`src/hw/rtl/rde_pkg.sv`:
```
package rde_pkg;

    // number width actually converted; bits above are ignored
    localparam int VALUE_WIDTH = 64;
    localparam int CNT_W       = $clog2(VALUE_WIDTH);

    localparam int DIGIT_W = 6;
    localparam int CHAR_W  = 7;
    localparam int POS_W   = 6;

    localparam logic [DIGIT_W-1:0] RADIX_MIN   = 6'd2;
    localparam logic [DIGIT_W-1:0] RADIX_MAX   = 6'd36;
    localparam logic [DIGIT_W-1:0] RADIX_RESET = 6'd10;
    localparam logic [CHAR_W-1:0]  CHAR_OFFSET = 7'd48;

    typedef enum logic [1:0] {
        ST_IDLE,
        ST_DIVIDE,
        ST_HOLD
    } t_state;

    typedef struct packed {
        logic start;
    } t_div_ctrl;

    typedef struct packed {
        logic busy;
        logic done;
    } t_div_stat;

endpackage

```
`src/hw/rtl/rde_in_if.sv`:
```
interface rde_in_if;
    logic        valid;
    logic        ready;
    logic [63:0] value;

    modport source (output valid, output value, input ready);
    modport sink   (input valid, input value, output ready);
endinterface

```
`src/hw/rtl/rde_out_if.sv`:
```
interface rde_out_if;
    logic                          valid;
    logic                          ready;
    logic [rde_pkg::DIGIT_W-1:0]   digit_value;
    logic [rde_pkg::CHAR_W-1:0]    digit_char;
    logic [rde_pkg::POS_W-1:0]     position;
    logic                          last_digit;

    modport source (output valid, output digit_value, output digit_char,
                    output position, output last_digit, input ready);
    modport sink   (input valid, input digit_value, input digit_char,
                    input position, input last_digit, output ready);
endinterface

```
`src/hw/rtl/rde_cfg_if.sv`:
```
interface rde_cfg_if;
    logic                        valid;
    logic                        ready;
    logic [rde_pkg::DIGIT_W-1:0] data;

    modport source (output valid, output data, input ready);
    modport sink   (input valid, input data, output ready);
endinterface

```
`src/hw/rtl/rde_div.sv`:
```
module rde_div (
    input  logic                              i_clk,
    input  logic                              i_rst_n,
    input  rde_pkg::t_div_ctrl                i_ctrl,
    input  logic [rde_pkg::VALUE_WIDTH-1:0]   i_dividend,
    input  logic [rde_pkg::DIGIT_W-1:0]       i_base,
    output rde_pkg::t_div_stat                o_stat,
    output logic [rde_pkg::VALUE_WIDTH-1:0]   o_quotient,
    output logic [rde_pkg::DIGIT_W-1:0]       o_remainder
);

    localparam int W = rde_pkg::VALUE_WIDTH;
    localparam logic [rde_pkg::CNT_W-1:0] CNT_LAST = rde_pkg::CNT_W'(W - 1);

    logic [W-1:0]                  r_num, n_num;
    logic [rde_pkg::DIGIT_W-1:0]   r_rem, n_rem;
    logic [rde_pkg::CNT_W-1:0]     r_cnt, n_cnt;
    logic                          r_busy, n_busy;
    logic                          r_done, n_done;

    logic [rde_pkg::DIGIT_W:0]     trial;
    logic [rde_pkg::DIGIT_W-1:0]   diff;
    logic                          ge;

    // one restoring step: shift in next dividend bit, subtract base if it fits
    assign trial = {r_rem, r_num[W-1]};
    assign ge    = trial >= {1'b0, i_base};
    assign diff  = trial[rde_pkg::DIGIT_W-1:0] - i_base;

    always_comb begin
        n_num  = r_num;
        n_rem  = r_rem;
        n_cnt  = r_cnt;
        n_busy = r_busy;
        n_done = 1'b0;
        if (i_ctrl.start) begin
            n_num  = i_dividend;
            n_rem  = '0;
            n_cnt  = '0;
            n_busy = 1'b1;
        end else if (r_busy) begin
            n_num = {r_num[W-2:0], ge};
            n_rem = ge ? diff : trial[rde_pkg::DIGIT_W-1:0];
            n_cnt = r_cnt + 1'b1;
            if (r_cnt == CNT_LAST) begin
                n_busy = 1'b0;
                n_done = 1'b1;
            end
        end
    end

    always_ff @(posedge i_clk) begin
        if (!i_rst_n) begin
            r_busy <= 1'b0;
            r_done <= 1'b0;
            r_cnt  <= '0;
        end else begin
            r_busy <= n_busy;
            r_done <= n_done;
            r_cnt  <= n_cnt;
        end
    end

    always_ff @(posedge i_clk) begin
        r_num <= n_num;
        r_rem <= n_rem;
    end

    assign o_stat.busy  = r_busy;
    assign o_stat.done  = r_done;
    assign o_quotient   = r_num;
    assign o_remainder  = r_rem;

endmodule

```
`src/hw/rtl/radix_digit_emitter.sv`:
```
// channel   dir  handshake        payload
// i_in      in   valid / ready    value (64 bits, low VALUE_WIDTH bits used)
// o_out     out  valid / ready    digit_value, digit_char, position, last_digit
// i_cfg     in   valid / ready    data: radix (6 bits)
//
// each digit comes from one pass of the single shared bit-serial
// restoring divider, so a number of n digits takes n passes
// synchronous active-low reset; radix returns to 10
// a digit waiting on o_out stalls the divider until it is taken; the
// next number is accepted while the last digit still waits
module radix_digit_emitter (
    input  logic             i_clk,
    input  logic             i_rst_n,
    rde_in_if.sink           i_in,
    rde_out_if.source        o_out,
    rde_cfg_if.sink          i_cfg
);

    localparam int W = rde_pkg::VALUE_WIDTH;

    // configuration
    logic [rde_pkg::DIGIT_W-1:0] r_radix;
    logic [rde_pkg::DIGIT_W-1:0] base;

    // sequencer
    rde_pkg::t_state r_state, n_state;

    // digit position of the division in flight
    logic [rde_pkg::POS_W-1:0] r_pos, n_pos;

    // output register
    logic                        r_ov, n_ov;
    logic [rde_pkg::DIGIT_W-1:0] r_dv, n_dv;
    logic [rde_pkg::POS_W-1:0]   r_opos, n_opos;
    logic                        r_last, n_last;

    // divider
    rde_pkg::t_div_ctrl          div_ctrl;
    rde_pkg::t_div_stat          div_stat;
    logic [W-1:0]                div_dividend;
    logic [W-1:0]                div_quot;
    logic [rde_pkg::DIGIT_W-1:0] div_rem;

    logic in_xfer;
    logic out_xfer;
    logic result_ready;   // a finished digit sits in the divider
    logic out_free;       // output register can take a digit this cycle
    logic load;           // move the finished digit into the output register
    logic quot_zero;
    logic in_ready;

    // radix clamp: 0 and 1 act as base 2, above 36 acts as base 36
    always_comb begin
        if (r_radix < rde_pkg::RADIX_MIN) begin
            base = rde_pkg::RADIX_MIN;
        end else if (r_radix > rde_pkg::RADIX_MAX) begin
            base = rde_pkg::RADIX_MAX;
        end else begin
            base = r_radix;
        end
    end

    assign i_cfg.ready = 1'b1;

    always_ff @(posedge i_clk) begin
        if (!i_rst_n) begin
            r_radix <= rde_pkg::RADIX_RESET;
        end else if (i_cfg.valid) begin
            r_radix <= i_cfg.data;
        end
    end

    assign in_xfer      = i_in.valid && in_ready;
    assign out_xfer     = r_ov && o_out.ready;
    assign out_free     = !r_ov || out_xfer;
    assign result_ready = (r_state == rde_pkg::ST_DIVIDE && div_stat.done) ||
                          (r_state == rde_pkg::ST_HOLD);
    assign quot_zero    = (div_quot == '0);

    // next state
    always_comb begin
        n_state = r_state;
        unique case (r_state) inside
            rde_pkg::ST_IDLE: begin
                if (i_in.valid) n_state = rde_pkg::ST_DIVIDE;
            end
            rde_pkg::ST_DIVIDE, rde_pkg::ST_HOLD: begin
                if (result_ready) begin
                    if (!out_free) begin
                        n_state = rde_pkg::ST_HOLD;
                    end else if (quot_zero) begin
                        // most significant digit is out, number done
                        n_state = rde_pkg::ST_IDLE;
                    end else begin
                        n_state = rde_pkg::ST_DIVIDE;
                    end
                end
            end
            default: n_state = rde_pkg::ST_IDLE;
        endcase
    end

    // sequencer outputs
    always_comb begin
        in_ready       = 1'b0;
        load           = 1'b0;
        div_ctrl.start = 1'b0;
        div_dividend   = div_quot;
        unique case (r_state) inside
            rde_pkg::ST_IDLE: begin
                in_ready       = 1'b1;
                div_ctrl.start = i_in.valid;
                div_dividend   = i_in.value[W-1:0];
            end
            rde_pkg::ST_DIVIDE, rde_pkg::ST_HOLD: begin
                if (result_ready && out_free) begin
                    load           = 1'b1;
                    div_ctrl.start = !quot_zero;
                end
            end
            default: begin
                in_ready = 1'b0;
            end
        endcase
    end

    assign i_in.ready = in_ready;

    // position and output register
    always_comb begin
        n_pos  = r_pos;
        n_ov   = r_ov;
        n_dv   = r_dv;
        n_opos = r_opos;
        n_last = r_last;
        if (out_xfer) n_ov = 1'b0;
        if (in_xfer) n_pos = '0;
        if (load) begin
            n_ov   = 1'b1;
            n_dv   = div_rem;
            n_opos = r_pos;
            n_last = quot_zero;
            n_pos  = r_pos + 1'b1;
        end
    end

    always_ff @(posedge i_clk) begin
        if (!i_rst_n) begin
            r_state <= rde_pkg::ST_IDLE;
            r_ov    <= 1'b0;
            r_pos   <= '0;
        end else begin
            r_state <= n_state;
            r_ov    <= n_ov;
            r_pos   <= n_pos;
        end
    end

    always_ff @(posedge i_clk) begin
        r_dv   <= n_dv;
        r_opos <= n_opos;
        r_last <= n_last;
    end

    rde_div u_div (
        .i_clk       (i_clk),
        .i_rst_n     (i_rst_n),
        .i_ctrl      (div_ctrl),
        .i_dividend  (div_dividend),
        .i_base      (base),
        .o_stat      (div_stat),
        .o_quotient  (div_quot),
        .o_remainder (div_rem)
    );

    assign o_out.valid       = r_ov;
    assign o_out.digit_value = r_dv;
    assign o_out.digit_char  = {1'b0, r_dv} + rde_pkg::CHAR_OFFSET;
    assign o_out.position    = r_opos;
    assign o_out.last_digit  = r_last;

`ifndef SYNTH
    // a new number only enters while the divider is free
    a_in_div_free: assert property (@(posedge i_clk) disable iff (!i_rst_n)
        in_xfer |-> !div_stat.busy)
        else $error("input transfer while divider busy");

    // holding a finished digit means the output register is occupied
    a_hold_full: assert property (@(posedge i_clk) disable iff (!i_rst_n)
        (r_state == rde_pkg::ST_HOLD) |-> r_ov)
        else $error("hold state with empty output register");

    // loading the last digit ends the number and leaves the divider idle
    a_last_ends: assert property (@(posedge i_clk) disable iff (!i_rst_n)
        (load && quot_zero) |=> (r_state == rde_pkg::ST_IDLE) && !div_stat.busy)
        else $error("sequencer kept running after last digit");
`endif

endmodule
```
`src/flat_wrapper.sv`:
```
// flat-port wrapper written by rule: the top's interface ports become plain ports
module radix_digit_emitter_flat 
  (i_clk, i_rst_n, i_in_valid, i_in_value, i_in_ready, o_out_valid, o_out_digit_value, o_out_digit_char, o_out_position, o_out_last_digit, o_out_ready, i_cfg_valid, i_cfg_data, i_cfg_ready);
  rde_in_if i_in_i ();
  rde_out_if o_out_i ();
  rde_cfg_if i_cfg_i ();
  input  logic i_clk;
  input  logic i_rst_n;
  input wire logic [$bits(i_in_i.valid)-1:0] i_in_valid;
  input wire logic [$bits(i_in_i.value)-1:0] i_in_value;
  output wire logic [$bits(i_in_i.ready)-1:0] i_in_ready;
  output wire logic [$bits(o_out_i.valid)-1:0] o_out_valid;
  output wire logic [$bits(o_out_i.digit_value)-1:0] o_out_digit_value;
  output wire logic [$bits(o_out_i.digit_char)-1:0] o_out_digit_char;
  output wire logic [$bits(o_out_i.position)-1:0] o_out_position;
  output wire logic [$bits(o_out_i.last_digit)-1:0] o_out_last_digit;
  input wire logic [$bits(o_out_i.ready)-1:0] o_out_ready;
  input wire logic [$bits(i_cfg_i.valid)-1:0] i_cfg_valid;
  input wire logic [$bits(i_cfg_i.data)-1:0] i_cfg_data;
  output wire logic [$bits(i_cfg_i.ready)-1:0] i_cfg_ready;
  assign i_in_i.valid = i_in_valid;
  assign i_in_i.value = i_in_value;
  assign i_in_ready = i_in_i.ready;
  assign o_out_valid = o_out_i.valid;
  assign o_out_digit_value = o_out_i.digit_value;
  assign o_out_digit_char = o_out_i.digit_char;
  assign o_out_position = o_out_i.position;
  assign o_out_last_digit = o_out_i.last_digit;
  assign o_out_i.ready = o_out_ready;
  assign i_cfg_i.valid = i_cfg_valid;
  assign i_cfg_i.data = i_cfg_data;
  assign i_cfg_ready = i_cfg_i.ready;
  radix_digit_emitter u_core (.i_clk(i_clk), .i_rst_n(i_rst_n), .i_in(i_in_i), .o_out(o_out_i), .i_cfg(i_cfg_i));
endmodule
```
`config.mk`:
```
export PLATFORM = sky130hd
export DESIGN_NAME = radix_digit_emitter_flat
export DESIGN_NICKNAME = d
export VERILOG_FILES = /design/src/hw/rtl/rde_pkg.sv /design/src/hw/rtl/rde_in_if.sv /design/src/hw/rtl/rde_out_if.sv /design/src/hw/rtl/rde_cfg_if.sv /design/src/hw/rtl/rde_div.sv /design/src/hw/rtl/radix_digit_emitter.sv /design/src/flat_wrapper.sv
export SDC_FILE = /design/constraint.sdc
export NUM_CORES = 1
export LEC_CHECK = 0
export BUFFER_PORTS_ARGS = -buffer_cell sky130_fd_sc_hd__buf_2
export CELL_PAD_IN_SITES_DETAIL_PLACEMENT = 1
export CELL_PAD_IN_SITES_GLOBAL_PLACEMENT = 1
export CORE_ASPECT_RATIO = 0.7
export CORE_MARGIN = 3
export CORE_UTILIZATION = 45
export CTS_BUF_LIST = sky130_fd_sc_hd__clkbuf_16
export CTS_CLUSTER_SIZE = 24
export DETAILED_ROUTE_END_ITERATION = 8
export PLACE_DENSITY_LB_ADDON = 0.1
export SYNTH_ARGS = -nofsm -noshare
export SYNTH_HDL_FRONTEND = slang
export SYNTH_SLANG_ARGS = --single-unit
```
`constraint.sdc`:
```
create_clock -name i_clk -period 12.45 [get_ports i_clk]
set_clock_uncertainty 0.1 [all_clocks]
set_input_delay 0.6225 -clock i_clk [delete_from_list [all_inputs] [get_ports i_clk]]
set_output_delay 0.6225 -clock i_clk [all_outputs]
set_load 0.02 [all_outputs]
```
Word level (Yosys, flattened, before mapping)
Cells that the tools add are included.
Widths: inputs -> output; s select.
Word-level totals
  latch bits: 0
  output and inout bits: 23
  memories: 0
  input bits: 75
  bits in read-only memories: 0
  bits in writable memories: 0
  word-level logic and storage cells: 69
  register bits: 106
Cells by class
  add/subtract/negate cells: 4
  mux-type cells: 24
  div/mod/pow operators: 0
  reductions and logical operators: 18
  order comparisons: 3
  shift operators: 0
  equality and inequality tests: 6
  bitwise logic cells: 2
  multiply operators: 0
Operators with widths (count)
  $mux 64: 3
  $logic_not 64->1: 1
  $mux 6: 5
  $add 6x1->6 const B: 2
  $mux 1: 11
  $add 6x6->7 const B: 1
  $ge 7x6->1: 1
  $eq 6x6->1 const B: 1
  $gt 6x6->1 const B: 1
  $lt 6x2->1 const B: 1
  $mux 2: 3
  $reduce_bool 2->1: 3
  $sub 6x6->6: 1
  $logic_and 1x1->1: 4
  $ne 2x2->1 const B: 2
  $pmux 2 s2: 1
  $reduce_and 2->1: 2
  $reduce_or 2->1: 2
  $reduce_or 3->1: 1
  $eq 2x1->1 const B: 1
  $eq 2x2->1 const B: 1
  $logic_not 1->1: 2
  $logic_not 2->1: 1
  $logic_or 1x1->1: 2
  3 further kinds: 4

Logic depth before layout (Yosys ltp)
Gate-level depths: netlist of the first run.
  word-level depth: 8
  mapped depth: 11
  depth with buffers taken out: 11

Modules after synthesis
A second synthesis of the first run with hierarchy kept.
Second synthesis, totals
  cells, all modules: 455
  area total of the unflattened synthesis: 5743.0 um2
By module, submodules not included
  rde_div: area each 3590.9 um2, cells an instance 247, sequential area each 2202.1 um2, times used 1
  radix_digit_emitter: area each 2152.1 um2, cells an instance 208, sequential area each 690.7 um2, times used 1

Worst setup path before layout of the first run
Ideal clock, no wire load.
  path kind: input -> register
  start: input o_out_ready
  end: register u_core.u_div.r_num[0] (netlist: u_core.u_div.o_quotient[0]) (enable)
  slack: 5.722 ns
  arrival time: 6.047 ns
  stages on the path: 4
  required time: 11.769 ns
  path buffers: 0
  setup time: 0.581 ns
  path through: nand2b_1 -> a32oi_1 -> or2_2 -> o31ai_1
On the way
  cells in the longest elaborated chain, start to end: 7
  elaborated cells between the ends (all ways): 8
  classes of those cells: eq/ne (1); mux (2); reduce/logical (5)
RTL lines
  start, declared: RTL line flat_wrapper.sv:17  | input wire logic [$bits(o_out_i.ready)-1:0] o_out_ready;
  $logic_and 1x1->1 (*): RTL line radix_digit_emitter.sv:74  | assign out_xfer = r_ov && o_out.ready;
  $logic_or 1x1->1 (*): RTL line radix_digit_emitter.sv:75  | assign out_free = !r_ov || out_xfer;
  $logic_and 1x1->1 (*): RTL line radix_digit_emitter.sv:116  | if (result_ready && out_free) begin
  $mux 1 (*): RTL line radix_digit_emitter.sv:116
  $pmux 1 s2 (*): RTL line radix_digit_emitter.sv:109  | unique case (r_state) inside
  $ne 2x2->1 (no line) or $reduce_bool 2->1 (tied branches)
  $reduce_and 2->1 (no line) (*)
  end signal, assigned: RTL line rde_div.sv:65  | r_num <= n_num;
  end, declared: RTL line rde_div.sv:15  | logic [W-1:0] r_num, n_num;
Mark *: on every way between the ends. The rest lies on a longest branch, timed or not.
A chain may end at the register's enable or synchronous reset.

Worst setup path after layout of the first run
  start: register u_core.u_div.r_num[6] (netlist: u_core.u_div.o_quotient[6])
  end: register u_core.u_div.r_num[2] (netlist: u_core.u_div.o_quotient[2]) (enable)
On the way
  cells in the longest elaborated chain, start to end: 6
  elaborated cells between the ends (all ways): 7
  classes of those cells: eq/ne (1); mux (2); reduce/logical (4)
RTL lines
  $logic_not 64->1 (*): RTL line radix_digit_emitter.sv:78  | assign quot_zero = (div_quot == '0);
  via u_core.quot_zero: RTL line radix_digit_emitter.sv:49  | logic quot_zero;
  $logic_not 1->1 (*): RTL line radix_digit_emitter.sv:118  | div_ctrl.start = !quot_zero;
  $mux 1 (*): RTL line radix_digit_emitter.sv:116
  $pmux 1 s2 (*): RTL line radix_digit_emitter.sv:109
  $ne 2x2->1 (no line) or $reduce_bool 2->1 (tied branches)
  $reduce_and 2->1 (no line) (*)
Mark *: on every way through the listed nets, which the timed path passes. The rest lies on a longest branch.

==> out/metrics.csv, run 1 <==
metric,value,unit
status,completed,
leakagePower,2.30,nW
cts_root_buffer,clkbuf_16,
synth-async-reset-ratio,0,
design_area,5880,um2
drive_above_1_share,0.383,
cts.path.max_buffers,2,
drt_iter0_markers,218,
seq_area_frac_synth,0.579,
synth.area.mux_share,0.168,
dominant_combinational_cell_family_by_area_after_synthesis,multiplexers,
area_growth_syn_to_layout,17.7,%
report.final.setup_viol,0,
power.ir.vdd_worst,0.0899,mV
detailed_place.area,5590,um2
route.antenna.remaining_nets,0,
timing.setup.tns,0,ps
worst_skew_pair.late_latency,340,ps
critical_path.top_delay_family,simple AND/OR/NAND/NOR gates,
die_x,132,um
placement_rows,31,
ys_ff_latch,106,
grt_pass1_wl,17900,um
edff_count_synth,77,
synth_fp_nets,469,
grt_antenna_before_repair,0,
power.total,0.000934,W
worst_setup_path_class,register to register,
dp.final_hpwl,7770,um
critical_path.endpoint_type,register,
setup_repair_after_global_routing_missed_its_margin,false,
finalMaxSlewViolations,0,
timing.final.hold_violations,0,
tritoncts.num_buffers,9,
yosys.cell_count.top_type,edfxtp_1,
synthAdderAreaFrac,0.0390,
grt_max_degree,79,
gr-usage-all-layers,0.182,
synth_top_cell_by_area,edfxtp_1,
port-buffer-count,96,
tightestPinTransition,983,ps
synth_top_cells_by_area,"edfxtp_1 (46%), mux2_2 (13%), dfxtp_1 (12%)",
fmax,308,MHz
cts_htree_levels,3,
via_per_inst,5.24,
synth-xor-area-share,0.0140,
mean_routed_wirelength_per_cell,17.6,um
design.final.nets,560,
arrival,3110,ps
first_global_vias,3355,
globalplace.congestion,0.803,
floorplan.die_area,12400,um2
cell_type_of_the_slowest_stage_on_the_worst_timing_path,buf_4,
starting_density,0.472,
netlist_area,5000,um2
design.core.area,10600,um2
yosys_top_cell_area_share,0.463,
postRouteWirelength,11000,um
cts_repair_resize_count,0,
timing.critical_path.fanout_max,64,
critical_path_required,12310,ps
synth-warning-count,0,
aggregate_global_routing_overflow,0,
place_inst,607,
synth.cells.most_frequent,"edfxtp_1 (77), mux2_2 (58), dfxtp_1 (29)",
holdBufCountCts,0,
post-route-worst-setup-slack,9210,ps
syn_inst,379,
cp-start-kind,register,
path_buf_inv,1,
detail_route.first_pass.iterations,4,
dominantRegCellSynth,edfxtp_1,
worstPathCellList,nor4_1 -> nand4_1 -> nor4_4 -> o21ai_0 -> o31ai_4 -> buf_4,
cp_slowest_stage_delay,660,ps
die_y_extent,94.2,um
pre_cts_slack,9240,ps
routed-via-count,3264,
timing.final.crit_share,0.261,
worst_slew_margin_rel,0.345,
clock-sinks,106,
cts_post_setup_buffers_inserted,0,
drv.max_cap_violation_count,0,
drc_errors,0,
cts_tree,yes,
finalWorstPathRequiredPeriod,3240,ps
power_density_of_the_placed_cells,159,nW/um2
stdcell_count,623,
synthSimpleGateAreaFrac,0.107,
hold_crit_class,register to register,
cts.reportedPaths.clkPinSlew,70,ps
yosysUniqueCellTypes,50,
postSynthAreaPerCell,13.2,um2
synth_compound_gate_area_share,0.0618,
boundaryPins,98,
diodes,0,
==> cell families (layout without fill, tap and decap cells) <==
logic type,Yosys count,count (layout)
compound gates,45,45
xor+xnor,8,8
fa+ha+maj,15,15
buf+inv,31,127
flops,106,106
mux,74,74
other cells,1,1
simple gates,99,99
==> state kept, by name, indices dropped and copies added, names as in the netlist <==
name / cells
u_core.o_out.digit_value: 6
u_core.u_div.r_done: 1
u_core.u_div.o_quotient: 64
u_core.r_state: 2
u_core.u_div.o_remainder: 6
u_core.u_div.r_busy: 1
u_core.o_out.last_digit: 1
u_core.r_radix: 6
u_core.o_out.valid: 1
u_core.r_pos: 6
u_core.u_div.r_cnt: 6
u_core.o_out.position: 6
==> final cells by class <==
cell class | count | area [um2]
fillers | 1129 | 4710
flip-flops and latches | 106 | 2890
multi-input cells | 242 | 1970
repair buffers | 98 | 495
clock buffers | 9 | 225
well taps | 148 | 185
clock inverters | 7 | 63.8
inverters | 13 | 48.8
==> cell usage in the layout, fill, tap and decap left out, types with 4 or more instances in the layout <==
| cell | count |
|---|---|
| buf_2 | 96 |
| edfxtp_1 | 77 |
| mux2_2 | 58 |
| dfxtp_1 | 29 |
| nor2_1 | 22 |
| nand2_1 | 19 |
| nor4_1 | 17 |
| inv_1 | 15 |
| ha_1 | 14 |
| a21oi_1 | 12 |
| mux2i_1 | 11 |
| nor2b_1 | 9 |
| clkbuf_16 | 9 |
| nand3_1 | 7 |
| nand4_1 | 6 |
| o21ai_0 | 6 |
| nand2b_1 | 5 |
| mux2_4 | 5 |
| xnor2_1 | 5 |
| a21boi_0 | 4 |
==> per-layer routing <==
layer,share of wire,up-vias,GRT usage
met2,0.44,72,0.277
met1,0.51,1595,0.261
met5,0,-,0
li1,-,1593,-
met3,0.045,4,0.0439
met4,0.0050,0,0.0446
==> final timing paths <==
check	slack [ps]	cells after the start	from	end
min	350	1	u_core.r_pos[5]$_SDFFE_PN0P_	u_core.r_pos[5]$_SDFFE_PN0P_
min reg2reg	350	1	u_core.r_pos[5]$_SDFFE_PN0P_	u_core.r_pos[5]$_SDFFE_PN0P_
max	9210	6	u_core.u_div.o_quotient[6]$_DFFE_PP_	u_core.u_div.o_quotient[2]$_DFFE_PP_
max reg2reg	9210	6	u_core.u_div.o_quotient[6]$_DFFE_PP_	u_core.u_div.o_quotient[2]$_DFFE_PP_
==> report_power, final <==
part / internal (W) / total [W] / switching, W
Sequential: 0.000445 / 0.000478 / 0.0000336
Combinational: 0.0000899 / 0.000180 / 0.0000904
Clock: 0.000154 / 0.000276 / 0.000122
==> stage by stage <==
step                hold WS, ps   util
floorplan                   318      -
global placement            335  0.528
detailed placement          346  0.528
CTS                         358  0.555
global route                385  0.555
finish                      354  0.555
Note: power is estimated with default switching activity, not from simulation.
==> inputs of run 2 (changes only) <==
- CORE_UTILIZATION: 45 -> 40
- clock period: 12.45 -> 2.6 ns (I/O delays scaled with it)
==> out/metrics.csv, run 2 (synthesis results as in run 1) <==
metric,value,unit
aggregate_global_routing_overflow,0,
design.core.area,11900,um2
placement_rows,33,
route.antenna.remaining_nets,0,
design_area,6940,um2
floorplan.die_area,13900,um2
die_y_extent,99.5,um
postRouteWirelength,12700,um
timing.critical_path.fanout_max,27,
timing.final.hold_violations,0,
largest_register_ff_count,64,
cell_type_of_the_slowest_stage_on_the_worst_timing_path,edfxtp_1,
drt_iter0_markers,128,
cts.reportedPaths.clkPinSlew,70,ps
dp.final_hpwl,8570,um
report.final.setup_viol,0,
cts.path.max_buffers,2,
globalplace.congestion,0.757,
grt_antenna_before_repair,0,
detail_route.first_pass.iterations,5,
starting_density,0.419,
met2RoutedLength,5840,um
final_common_cell,buf_2,
via_per_inst,5.09,
mean_routed_wirelength_per_cell,17.7,um
area_growth_syn_to_layout,38.8,%
boundaryPins,98,
grt_pass1_wl,20000,um
critical_path.endpoint_type,register,
diodes,0,
leakagePower,2.72,nW
path_buf_inv,2,
routed.top_layer,met4,
critical_path.top_delay_family,simple AND/OR/NAND/NOR gates,
arrival,2470,ps
finalWorstPathRequiredPeriod,2480,ps
port-buffer-count,96,
hold_crit_class,input port to register,
gr-usage-all-layers,0.181,
detailed_place.area,5940,um2
worst_setup_path_class,register to register,
cts_tree,yes,
routed-via-count,3641,
cp-start-kind,register,
cp_slowest_stage_delay,430,ps
finalMaxSlewViolations,0,
most-common-layout-cells,"buf_2 (96), edfxtp_1 (77), mux2_2 (58)",
cts_root_buffer,clkbuf_16,
dr_wl_met3,550,um
design.final.nets,643,
drc_errors,0,
power_density_of_the_placed_cells,700,nW/um2
power.ir.vdd_worst,0.331,mV
worstPathCellList,nor4_2 -> nand4_1 -> nor4_4 -> buf_4 -> a21oi_4 -> buf_12 -> mux2_4,
wirelength_met1,6110,um
status,completed,
drive_above_1_share,0.414,
worst_skew_pair.late_latency,350,ps
fmax,404,MHz
critical_path_required,2590,ps
cts_htree_levels,3,
drv.max_cap_violation_count,0,
clock-sinks,106,
postLayoutCoreUtil,0.581,
timing.setup.tns,0,ps
tritoncts.num_buffers,9,
timing.final.crit_share,0.952,
die_x,140,um
grt_max_degree,28,
first_global_vias,3879,
run 2: cell types whose count changed in the layout (fill, tap and decap cells not counted), moves of 4 or more:
cell           before  now
buf_12              0    9
buf_4               2   19
dfxtp_1            29   24
dfxtp_2             0    4
dlygate4sd3_1       0   55
nor4_1             17   13
run 2: report_power, final:
part / switching [W] / internal (W) / total, W
combinational: 0.000519 / 0.000678 / 0.00120
clock: 0.000609 / 0.000746 / 0.00136
sequential: 0.000171 / 0.00213 / 0.00230
total: 0.00130 / 0.00355 / 0.00485
run 2: cell type report:
class	count	area, um2
clock inverters	7	68.8
clock buffers	9	225
repair buffers	181	1400
inverters	13	53.8
flip-flops and latches	106	2900
multi-input cells	242	2090
fillers	1221	5000
well taps	157	196
run 2: worst paths after layout:
kind                                         from                               endpoint  slack, ps  cells past startpoint
max          u_core.u_div.o_quotient[9]$_DFFE_PP_  u_core.u_div.o_quotient[59]$_DFFE_PP_        120                      7
min                                i_in_value[29]  u_core.u_div.o_quotient[29]$_DFFE_PP_          2                      2
max reg2reg  u_core.u_div.o_quotient[9]$_DFFE_PP_  u_core.u_div.o_quotient[59]$_DFFE_PP_        120                      7
min reg2reg          u_core.r_pos[5]$_SDFFE_PN0P_           u_core.r_pos[5]$_SDFFE_PN0P_        360                      1
run 2: routing by layer:
metal	up-vias	track usage
met5	-	0
met1	1780	0.249
met4	0	0.0447
met2	80	0.295
li1	1766	-
met3	15	0.0399
run 2: stage by stage:
step                      cells  setup slack [ps]  total power [W]  hold slack, ps
after floorplan             379              -660          0.00296             159
after global placement      638              39.4          0.00333             262
after detailed placement    638             -65.5          0.00337             267
after CTS                   709              17.8          0.00482          0.0148
after global routing        715             -54.5          0.00510            1.37
final                       715               124          0.00485            2.41
run 2: what timing repair did:
item	4_1_cts	5_1_grt
setup buffers	2	2
gates cloned	0	2
hold buffers	53	2
endpoints found under the setup margin	72	77
pin swaps	2	4
hold endpoints to repair	53	2
resized for setup	2	13
